### src/rtl/htb_pkg.sv
package htb_pkg;

   localparam int SYMBOLS     = 256;
   localparam int FREQ_BITS   = 32;
   localparam int WEIGHT_BITS = 40;
   localparam int NODE_BITS   = 9;
   localparam int MERGE_BITS  = 8;
   localparam int COUNT_BITS  = $clog2(SYMBOLS + 1);

   localparam logic [1:0] FUNC_CLEAR = 2'd0;
   localparam logic [1:0] FUNC_LOAD  = 2'd1;
   localparam logic [1:0] FUNC_MERGE = 2'd2;

   localparam logic [1:0] OP_HOLD   = 2'd0;
   localparam logic [1:0] OP_INSERT = 2'd1;
   localparam logic [1:0] OP_SHIFT2 = 2'd2;

   localparam logic [NODE_BITS-1:0] INTERNAL_BASE = 9'd256;

   typedef struct packed {
      logic [1:0]             op;
      logic                   le_mode;
      logic [WEIGHT_BITS-1:0] key_weight;
      logic [NODE_BITS-1:0]   key_node;
   } ctl_type;

endpackage

### src/rtl/htb_cell.sv
module htb_cell
   import htb_pkg::*;
(
   input  logic                   clock,
   input  ctl_type                ctl,
   input  logic                   live,
   input  logic                   prev_less,
   input  logic [WEIGHT_BITS-1:0] prev_weight,
   input  logic [NODE_BITS-1:0]   prev_node,
   input  logic [WEIGHT_BITS-1:0] next2_weight,
   input  logic [NODE_BITS-1:0]   next2_node,
   output logic [WEIGHT_BITS-1:0] entry_weight,
   output logic [NODE_BITS-1:0]   entry_node,
   output logic                   less
);

   logic [WEIGHT_BITS-1:0] weight_ff, weight_in;
   logic [NODE_BITS-1:0]   node_ff, node_in;

   always_comb begin
      if (ctl.le_mode) begin
         less = live && (weight_ff <= ctl.key_weight);
      end else begin
         less = live && ((weight_ff < ctl.key_weight) ||
                         ((weight_ff == ctl.key_weight) && (node_ff < ctl.key_node)));
      end
   end

   always_comb begin
      weight_in = weight_ff;
      node_in   = node_ff;
      case (ctl.op)
         OP_INSERT: begin
            if (!less) begin
               if (prev_less) begin
                  weight_in = ctl.key_weight;
                  node_in   = ctl.key_node;
               end else begin
                  weight_in = prev_weight;
                  node_in   = prev_node;
               end
            end
         end
         OP_SHIFT2: begin
            weight_in = next2_weight;
            node_in   = next2_node;
         end
         default: begin
         end
      endcase
   end

   always_ff @(posedge clock) begin
      weight_ff <= weight_in;
      node_ff   <= node_in;
   end

   assign entry_weight = weight_ff;
   assign entry_node   = node_ff;

endmodule

### config.mk
export PLATFORM = sky130hd
export DESIGN_NAME = htb_cell
export DESIGN_NICKNAME = d
export VERILOG_FILES = /design/src/rtl/htb_pkg.sv /design/src/rtl/htb_cell.sv
export SDC_FILE = /design/constraint.sdc
export NUM_CORES = 1
export LEC_CHECK = 0
export ABC_AREA = 1
export BUFFER_PORTS_ARGS = -buffer_cell sky130_fd_sc_hd__buf_4
export CAP_MARGIN = 25
export CORE_MARGIN = 3
export CORE_UTILIZATION = 46
export CTS_CLUSTER_DIAMETER = 80
export DETAILED_ROUTE_END_ITERATION = 10
export GPL_ROUTABILITY_DRIVEN = 1
export PLACE_DENSITY = 0.84
export SLEW_MARGIN = 40
export SYNTH_ARGS = -nofsm -noshare
export SYNTH_HDL_FRONTEND = slang
export SYNTH_SLANG_ARGS = --single-unit
### constraint.sdc
create_clock -name clock -period 3.7 [get_ports clock]
set_input_delay 0.185 -clock clock [delete_from_list [all_inputs] [get_ports clock]]
set_output_delay 0.185 -clock clock [all_outputs]
set_load 0.005 [all_outputs]
Yosys cells after proc, flatten, opt, wreduce, memory -nomap -nowiden:

Cells that the tools add are included.

* magnitude comparators: 3
* equality and inequality tests: 4
* mux-type cells: 7
* reductions and logical operators: 6

Operators by type and width (number)
* $mux 40: 2
* $pmux 40 s2: 1
* $eq 40x40->1: 1
* $le 40x40->1: 1
* $lt 40x40->1: 1
* $mux 9: 2
* $pmux 9 s2: 1
* $lt 9x9->1: 1
* $logic_and 1x1->1: 3
* $eq 2x1->1 const B: 1
* $eq 2x2->1 const B: 1
* $ne 2x2->1 const B: 1
* $reduce_and 2->1: 1
* $reduce_bool 2->1: 1
* $logic_or 1x1->1: 1
* $mux 1: 1

* register bits after elaboration: 49
* bits of input ports: 153
* output and inout bits: 50
* logic and storage cells: 22

Longest topological paths before layout:

Gate-level depths: netlist of run 1.

* depth after elaboration: 7
* gate-level depth with buffers: 16
* depth with buffers taken out: 16

Worst setup path after synthesis of run 1:

OpenSTA, ideal clock, no wires.

* path type: reg2reg
* start point: register weight_ff[39], in the netlist entry_weight[39]
* end point: register node_ff[0], in the netlist entry_node[0], enable pin
* library setup time: 408 ps
* arrival time: 2492 ps
* required time: 3292 ps
* setup slack: 800 ps
* cell stages (with the launch flop): 13
* period minus slack after synthesis: 2900 ps
* cell sequence: edfxtp_1 ha_1 nand2_1 nor2_1 and2_1 nand2_2 nor2_1 nand2_1 nand3_1 nand2_1 nand2_1 nand2_1 nand2_1

* word-level cells in the longest chain between the ends: 7
* elaborated cells between the ends (all ways): 10
* those cells by class: order compare (2); eq/ne (2); mux (1); reduce/logical (5)

Ends and longest elaborated chain
* from (decl): RTL line htb_cell.sv:17 `logic [WEIGHT_BITS-1:0] weight_ff, weight_in;`
* from (signal assigned): RTL line htb_cell.sv:54 `weight_ff <= weight_in;`
* parallel branches: the longest is 4 deep, another holds $lt 40x40->1
* $mux 1 (*): RTL line htb_cell.sv:21 `if (ctl.le_mode) begin`
* $ne 2x2->1 (no source line) (*)
* $reduce_and 2->1 (no source line) (*)
* to (signal assigned): RTL line htb_cell.sv:55 `node_ff <= node_in;`
* to (decl): RTL line htb_cell.sv:18 `logic [NODE_BITS-1:0] node_ff, node_in;`

Mark *: on every way between the ends.
A chain may end at the register's enable or synchronous reset.

Worst setup path after layout of run 1:

* start point: register weight_ff[39], in the netlist entry_weight[39]
* end point: register weight_ff[32], in the netlist entry_weight[32], enable pin

* word-level cells in the longest chain between the ends: 7
* elaborated cells between the ends (all ways): 10
* those cells by class: order compare (2); eq/ne (2); mux (1); reduce/logical (5)

Ends and longest elaborated chain (RTL line)
* parallel branches: the longest is 4 deep, another holds $lt 40x40->1
* $mux 1 (*): htb_cell.sv:21
* $ne 2x2->1 (no source line) (*)
* $reduce_and 2->1 (no source line) (*)

Marks and branches as above.

==> results of run 1 <==
==> power by group <==
part           total [mW]  internal, mW  switching (mW)
sequential          0.707         0.678          0.0286
clock               0.295         0.128           0.167
combinational       0.523         0.269           0.254
==> metal layers <==
layer,share of wire,vias up,GRT usage
met3,0.096,21,0.0607
met1,0.39,1789,0.272
met2,0.49,198,0.418
met5,0,-,0
li1,-,2056,-
met4,0.021,0,0.0851
==> layout by cell type, fill, tap and decap left out <==
master    netlist  routed
a21o_1          2       2
a21oi_1        30      30
a31oi_1         1       1
and2_1          2       2
buf_12          0       1
buf_4           1     204
clkbuf_1       18       1
clkbuf_8        0       5
clkinv_1        0       1
edfxtp_1       49      49
ha_1           48      48
inv_1          64      64
inv_2           3       3
nand2_1       136     134
nand2_2         1       3
nand3_1        41      41
nand3_2         1       1
nand3_4         1       1
nand4_1         2       2
nor2_1         36      36
nor2_2          2       2
o211ai_1       39      39
o21a_1          3       3
o21ai_0        13      13
==> state kept, by name, indices dropped and copies added, names as in the netlist <==
name,flops
entry_weight,40
entry_node,9
==> logic make-up (layout without fill, tap and decap cells) <==
family          Yosys count  count (layout)  share of synthesized area
compound gates           88              88                      0.141
flops                    49              49                      0.376
buf+inv                  92             279                     0.0934
simple gates            222             222                      0.236
fa+ha+maj                48              48                      0.154
==> synthesized netlist by cell type, types with 2 or more instances <==
| cell | number |
|---|---|
| nand2_1 | 136 |
| inv_1 | 64 |
| edfxtp_1 | 49 |
| ha_1 | 48 |
| nand3_1 | 41 |
| o211ai_1 | 39 |
| nor2_1 | 36 |
| a21oi_1 | 30 |
| clkbuf_1 | 18 |
| o21ai_0 | 13 |
| buf_2 | 4 |
| inv_2 | 3 |
| o21a_1 | 3 |
| a21o_1 | 2 |
| and2_1 | 2 |
| nand4_1 | 2 |
| nor2_2 | 2 |
==> final timing paths <==
path | startpoint | endpoint | slack, ns | cells past startpoint
setup / recovery | entry_weight[39] | entry_weight[32] | 1.15 | 13
hold / removal | prev_weight[26] | entry_weight[26] | 0.19 | 3
setup reg to reg | entry_weight[39] | entry_weight[32] | 1.15 | 13
hold reg to reg | entry_node[0] | entry_weight[31] | 1.50 | 8
==> critical path: cells and delay by family (launching register included) <==
family	cells	cell delay, ns
fa+ha+maj	1	0.31
flops	1	0.40
buf+inv	1	0.27
simple gates	11	1.26
==> metrics by stage <==
stage / setup WS [ns] / utilization / cell area [um^2] / std cells
after floorplan: 0.800 / - / 3910 / 499
after global placement: 1.19 / 0.668 / 5490 / 784
after detailed placement: 1.13 / 0.668 / 5490 / 784
after CTS: 1.12 / 0.677 / 5560 / 791
after global routing: 0.878 / 0.677 / 5560 / 791
final: 1.15 / 0.677 / 5560 / 791
==> area by class of cell <==
| class | count | area (um^2) | share of cell area |
|---|---|---|---|
| flip-flops and latches | 49 | 1470 | 0.265 |
| well taps | 105 | 131 | 0.0236 |
| clock inverters | 1 | 3.75 | 0.000675 |
| repair buffers | 205 | 1550 | 0.279 |
| clock buffers | 6 | 72.6 | 0.0130 |
| multi-input cells | 358 | 2080 | 0.374 |
| inverters | 67 | 251 | 0.0452 |
==> tab_implementation.tex, run 1 <==
\begin{tabular}{lr}
\hline
Metric & Value \\
\hline
\multicolumn{2}{l}{\textbf{Synth}} \\
Net count of the mapped netlist & 700 \\
Yosys synthesis warning count & 0 \\
Top-area cell type share of the netlist area & 0.376 \\
Number of register bits inferred by synthesis & 49 \\
Synth async-reset ratio & 0 \\
Leading cell types by total area after synthesis & edfxtp\_1 (38\%), ha\_1 (15\%), nand2\_1 (13\%), o211ai\_1 (7.5\%), inv\_1 (6.1\%) \\
Netlist area before placement & 3910 um\^{}2 \\
Count of flip-flops with a built-in enable after synthesis & 49 \\
Cells after synthesis & 499 \\
Synth unique cells & 24 \\
Flip-flop cell with the highest count after synthesis & edfxtp\_1 \\
Area leader, netlist & edfxtp\_1 \\
Sequential share of the synthesized area & 0.376 \\
Avg Cell Area, Syn & 7.84 um\^{}2 \\
\multicolumn{2}{l}{\textbf{Clock tree}} \\
TritonCTS clock tree & yes \\
TritonCTS Buffers & 5 \\
CTS root buffer & clkbuf\_8 \\
Number of sinks on the clock net & 49 \\
Insertion delay to the later sink of the worst-skew pair & 0.29 ns \\
Postcts setup bufs & 0 \\
Total number of H-tree levels & 2 \\
Count of hold buffers inserted by post-cts repair & 0 \\
CTS clock-pin slew for the worst setup and hold paths & 0.09 ns \\
Maximum buffer depth of the clock tree & 2 \\
Post-cts repair resize count & 0 \\
\multicolumn{2}{l}{\textbf{Flow run}} \\
Maximum capacitance violations & 0 \\
\multicolumn{2}{l}{\textbf{Die}} \\
Y dimension of the die & 98.2 um \\
Width of the die & 98.2 um \\
Die Footprint & 9650 um\^{}2 \\
FP Rows & 33 \\
Placeable core region & 8220 um\^{}2 \\
Starting Density & 0.476 \\
I/O pin count & 203 \\
\multicolumn{2}{l}{\textbf{Critical path}} \\
Delay of the slowest critical-path stage & 0.40 ns \\
Cell with the largest stage delay on the worst path & edfxtp\_1 \\
Path type of the worst setup path & flip-flop to flip-flop \\
Startpoint kind of the worst setup timing path & flip-flop \\
Endpoint type of the worst setup path & flip-flop \\
Crit Path Max Fanout & 29 \\
Data arrival time of the critical path & 2.55 ns \\
Most repeated library cell on the critical path & nand2\_1 \\
Cells along the critical path & ha\_1 > nand2\_1 > nor2\_1 > and2\_1 > nand2\_2 > nor2\_1 > nand2\_1 > nand3\_1 > nand2\_1 > nand2\_1 > nand2\_1 > nand2\_2 > buf\_12 \\
Endpoint required time on the critical path & 3.70 ns \\
\multicolumn{2}{l}{\textbf{Layout}} \\
Count of nets after finishing & 887 \\
Area growth from synthesis to layout & 42.2\% \\
N\_diodes & 0 \\
Fraction of final layout cells with drive strength greater than 1 & 0.321 \\
Filler cell count & 695 \\
\multicolumn{2}{l}{\textbf{Power and ir drop}} \\
Cell area power density & 274 nW/um\^{}2 \\
Leak & 2.86 nW \\
Total power draw & 1.53 mW \\
Worst IR Drop VDD & 0.199 mV \\
\multicolumn{2}{l}{\textbf{Timing}} \\
Pins Over Slew Limit & 0 \\
Period utilization & 0.689 \\
Total count of hold-check failures in the final report & 0 \\
Final critical-path required period & 2.55 ns \\
Setup-violating endpoint count in the final report & 0 \\
Worst slew pin tran & 0.740 ns \\
Smallest hold slack & 0.192 ns \\
TNS Setup & 0 ns \\
F\_max & 392 MHz \\
Unrepaired setup endpoints after global routing & no \\
Remaining max-slew budget at the tightest pin & 0.506 \\
Worst-case clock skew & 0.00490 ns \\
\multicolumn{2}{l}{\textbf{Global routing}} \\
Antenna violations before repair & 0 \\
Vias in the first global route & 3929 \\
Grt ovf & 0 \\
Global-route wire length before repair & 18400 um \\
GRT Resource Usage Total & 0.235 \\
Largest net degree at the start of global routing & 79 \\
\multicolumn{2}{l}{\textbf{Route}} \\
Per-cell routed wire length & 15.0 um \\
Via count & 4064 \\
Drt pass-1 iters & 4 \\
Violation count after the first detailed-routing iteration & 153 \\
Antenna viol nets, final & 0 \\
Post-detailed-route DRC marker count & 0 \\
Total wirelength of the detailed-routed design & 11900 um \\
Post-detailed-route via-to-cell ratio & 5.14 \\
\multicolumn{2}{l}{\textbf{Placed design}} \\
DP Wirelength & 9280 um \\
IO Port Bufs & 202 \\
Weighted congestion reported at the end of routability-driven placement & 0.842 \\
\multicolumn{2}{l}{\textbf{Outcome}} \\
Status & complete, no violations \\
\multicolumn{2}{l}{\textbf{Worst hold path}} \\
Path class of the lowest-slack min-delay path & primary input to flip-flop \\
\hline
\end{tabular}
Note: power is estimated with default switching activity, not from simulation.
==> inputs of run 2 (changes only) <==
CORE_UTILIZATION = 42   (was 46)
PLACE_DENSITY = 0.81   (was 0.84)
clock period = 2.05 ns   (was 3.7 ns; I/O delays follow)
==> run 2 against run 1 <==
  * The run now ends with negative setup slack left
  * Flip-flop and latch count is the same
  * First-iteration DRC count shrank 19%
  * Worst hold slack lost 0.092 ns
  * Critical path depth grew 2
  * Largest cell class unchanged
==> tab_implementation.tex, run 2 (synthesis gave the netlist of run 1 again) <==
\begin{tabular}{lr}
\hline
Metric & Value \\
\hline
\multicolumn{2}{l}{\textbf{Outcome}} \\
Status & complete, but fails checks \\
Failing checks & negative setup slack \\
\multicolumn{2}{l}{\textbf{Critical path}} \\
Crit Path Max Fanout & 7 (-76\%) \\
CP delay by family, top & simple AND/OR/NAND/NOR gates \\
Buffers \& Inverters on Critical Path & 2 (+1) \\
Path type of the worst setup path & flip-flop to flip-flop \\
Endpoint required time on the critical path & 2.12 ns (-1.58 ns) \\
Most repeated library cell on the critical path & nand2\_1 \\
Cells along the critical path & ha\_4 > nand2\_2 > inv\_2 > nand3\_2 > nor2\_4 > nand2\_1 > nor2\_1 > nand2\_1 > nor2\_2 > nand2\_1 > nand2\_1 > nand2\_2 > nand2\_4 > nand2\_8 > clkbuf\_16 \\
Data arrival time of the critical path & 2.28 ns (-0.27 ns) \\
Endpoint type of the worst setup path & flip-flop \\
Startpoint kind of the worst setup timing path & flip-flop \\
Cell with the largest stage delay on the worst path & edfxtp\_1 \\
Delay of the slowest critical-path stage & 0.44 ns (+0.04 ns) \\
\multicolumn{2}{l}{\textbf{Layout}} \\
Number of flip-flops under the largest register name & 40 (unchanged) \\
Most common library cell in the layout ignoring fill and taps & buf\_4 \\
Area growth from synthesis to layout & 55.2\% \\
Most frequent cells in the layout & buf\_4 (236), nand2\_1 (129), inv\_1 (63), edfxtp\_1 (49), ha\_1 (43) \\
Cell Count, Final, Fillers Out & 833 (+5.3\%) \\
Final design utilization & 0.683 (+0.00565) \\
N\_diodes & 0 (unchanged) \\
Count of nets after finishing & 925 (+4.3\%) \\
Fraction of final layout cells with drive strength greater than 1 & 0.377 (+0.0559) \\
\multicolumn{2}{l}{\textbf{Timing}} \\
Final critical-path required period & 2.22 ns (-0.332 ns) \\
Smallest setup slack after layout & -0.166 ns (-1.32 ns) \\
TNS Setup & -7.40 ns (-7.40 ns) \\
Worst slew pin tran & 0.503 ns (-0.238 ns) \\
Total count of hold-check failures in the final report & 0 (unchanged) \\
Remaining max-slew budget at the tightest pin & 0.664 (+0.158) \\
Worst-case clock skew & 0.00710 ns (+0.00220 ns) \\
Period utilization & 1.08 (+0.393) \\
Pins Over Slew Limit & 0 (unchanged) \\
Setup-violating endpoint count in the final report & 50 (+50) \\
Unrepaired setup endpoints after global routing & yes \\
Smallest hold slack & 0.0999 ns (-0.0918 ns) \\
F\_max & 451 MHz (+15\%) \\
\multicolumn{2}{l}{\textbf{Global routing}} \\
Grt ovf & 0 (unchanged) \\
GRT Resource Usage Total & 0.228 (-0.00651) \\
Global-route wire length before repair & 18800 um (+2.1\%) \\
Antenna violations before repair & 0 (unchanged) \\
Largest net degree at the start of global routing & 40 (-49\%) \\
Vias in the first global route & 4127 (+5.0\%) \\
\multicolumn{2}{l}{\textbf{Route}} \\
Per-cell routed wire length & 15.1 um (+0.67\%) \\
Top layer reached by signal wires & met4 \\
Post-detailed-route DRC marker count & 0 (unchanged) \\
Via count & 4240 (+4.3\%) \\
Length of routed met3 wiring & 1110 um (-2.3\%) \\
Post-detailed-route via-to-cell ratio & 5.09 (-0.93\%) \\
M1 WL & 4830 um (+4.7\%) \\
Antenna viol nets, final & 0 (unchanged) \\
Violation count after the first detailed-routing iteration & 124 (-19\%) \\
Total wirelength of the detailed-routed design & 12600 um (+6.0\%) \\
DR WL met2 & 6400 um (+9.2\%) \\
Drt pass-1 iters & 4 (unchanged) \\
\multicolumn{2}{l}{\textbf{Clock tree}} \\
TritonCTS clock tree & yes \\
CTS clock-pin slew for the worst setup and hold paths & 0.09 ns (about the same) \\
Maximum buffer depth of the clock tree & 2 (unchanged) \\
CTS root buffer & clkbuf\_8 \\
Total number of H-tree levels & 2 (unchanged) \\
Count of hold buffers inserted by post-cts repair & 0 (unchanged) \\
Insertion delay to the later sink of the worst-skew pair & 0.30 ns (about the same) \\
TritonCTS Buffers & 5 (unchanged) \\
Number of sinks on the clock net & 49 (unchanged) \\
\multicolumn{2}{l}{\textbf{Die}} \\
I/O pin count & 203 (unchanged) \\
Y dimension of the die & 103 um (+4.4\%) \\
FP Rows & 34 (+3.0\%) \\
Width of the die & 103 um (+4.4\%) \\
Placeable core region & 8890 um\^{}2 (+8.2\%) \\
Die Footprint & 10500 um\^{}2 (+8.9\%) \\
Starting Density & 0.440 (-0.0361) \\
\multicolumn{2}{l}{\textbf{Power and ir drop}} \\
Worst IR Drop VDD & 0.289 mV (+45\%) \\
Cell area power density & 505 nW/um\^{}2 (+84\%) \\
Leak & 3.10 nW (+8.2\%) \\
\multicolumn{2}{l}{\textbf{Placed design}} \\
Inst Count DP & 815 (+4.0\%) \\
Weighted congestion reported at the end of routability-driven placement & 0.834 (-0.95\%) \\
Setup WS pre-CTS & -0.141 ns (-1.28 ns) \\
DP Wirelength & 9900 um (+6.6\%) \\
IO Port Bufs & 202 (unchanged) \\
\multicolumn{2}{l}{\textbf{Worst hold path}} \\
Path class of the lowest-slack min-delay path & primary input to flip-flop \\
\multicolumn{2}{l}{\textbf{Flow run}} \\
Maximum capacitance violations & 0 (unchanged) \\
\hline
\end{tabular}
==> run 2: changes by cell type in the layout (fill, tap and decap cells not counted), moves of 3 or more <==
cell,previous run,this run
buf_12,1,4
buf_4,204,236
ha_1,48,43
ha_4,0,5
nand2_1,134,129
nand2_2,3,6
==> run 2: final timing paths <==
kind         slack (ns)  cells past startpoint          endpoint             start
max reg2reg       -0.17                     15  entry_weight[10]  entry_weight[19]
max               -0.17                     15  entry_weight[10]  entry_weight[19]
min reg2reg        1.32                      9  entry_weight[28]     entry_node[0]
min                 0.1                      3  entry_weight[34]  next2_weight[34]
==> run 2: what timing repair did <==
action / 4_1_cts / 5_1_grt
gates cloned: 1 / 1
setup endpoints to repair: 50 / 50
setup buffers: 6 / 2
gates resized for setup: 10 / 7
pin swaps: 1 / 10
endpoints found under the hold margin: 0 / 0
==> run 2: report_power, final <==
part	total, mW	internal (mW)	switching [mW]
logic	1.11	0.604	0.510
registers	1.28	1.22	0.0531
clock network	0.677	0.361	0.316
total	3.07	2.19	0.879
==> run 2: routing by layer <==
layer / global-route usage / up-vias
met5: 0 / -
met4: 0.0636 / 0
met3: 0.0548 / 20
met2: 0.413 / 191
met1: 0.269 / 1895
li1: - / 2134
==> run 2: area by class of cell <==
type                            count  area (um^2)
Clock inverter                      2         33.8
Multi-Input combinational cell    358         2190
Sequential cell                    49         1470
Tap cell                          108          135
Timing Repair Buffer              243         1920
Fill cell                         689         2820
Clock buffer                        6         72.6
Inverter                           67          251
==> run 2: worst min-delay path: cells and delay by family <==
family        cells  cell delay, ns
buf+inv           1            0.08
simple gates      2            0.12
==> run 2: per-stage QoR <==
stage               cell area [um^2]  power [mW]
global placement                5750        2.30
CTS                             5980        3.05
detailed placement              5750        2.33
finish                          6070        3.07
floorplan                       3930        1.75
global route                    6070        3.25
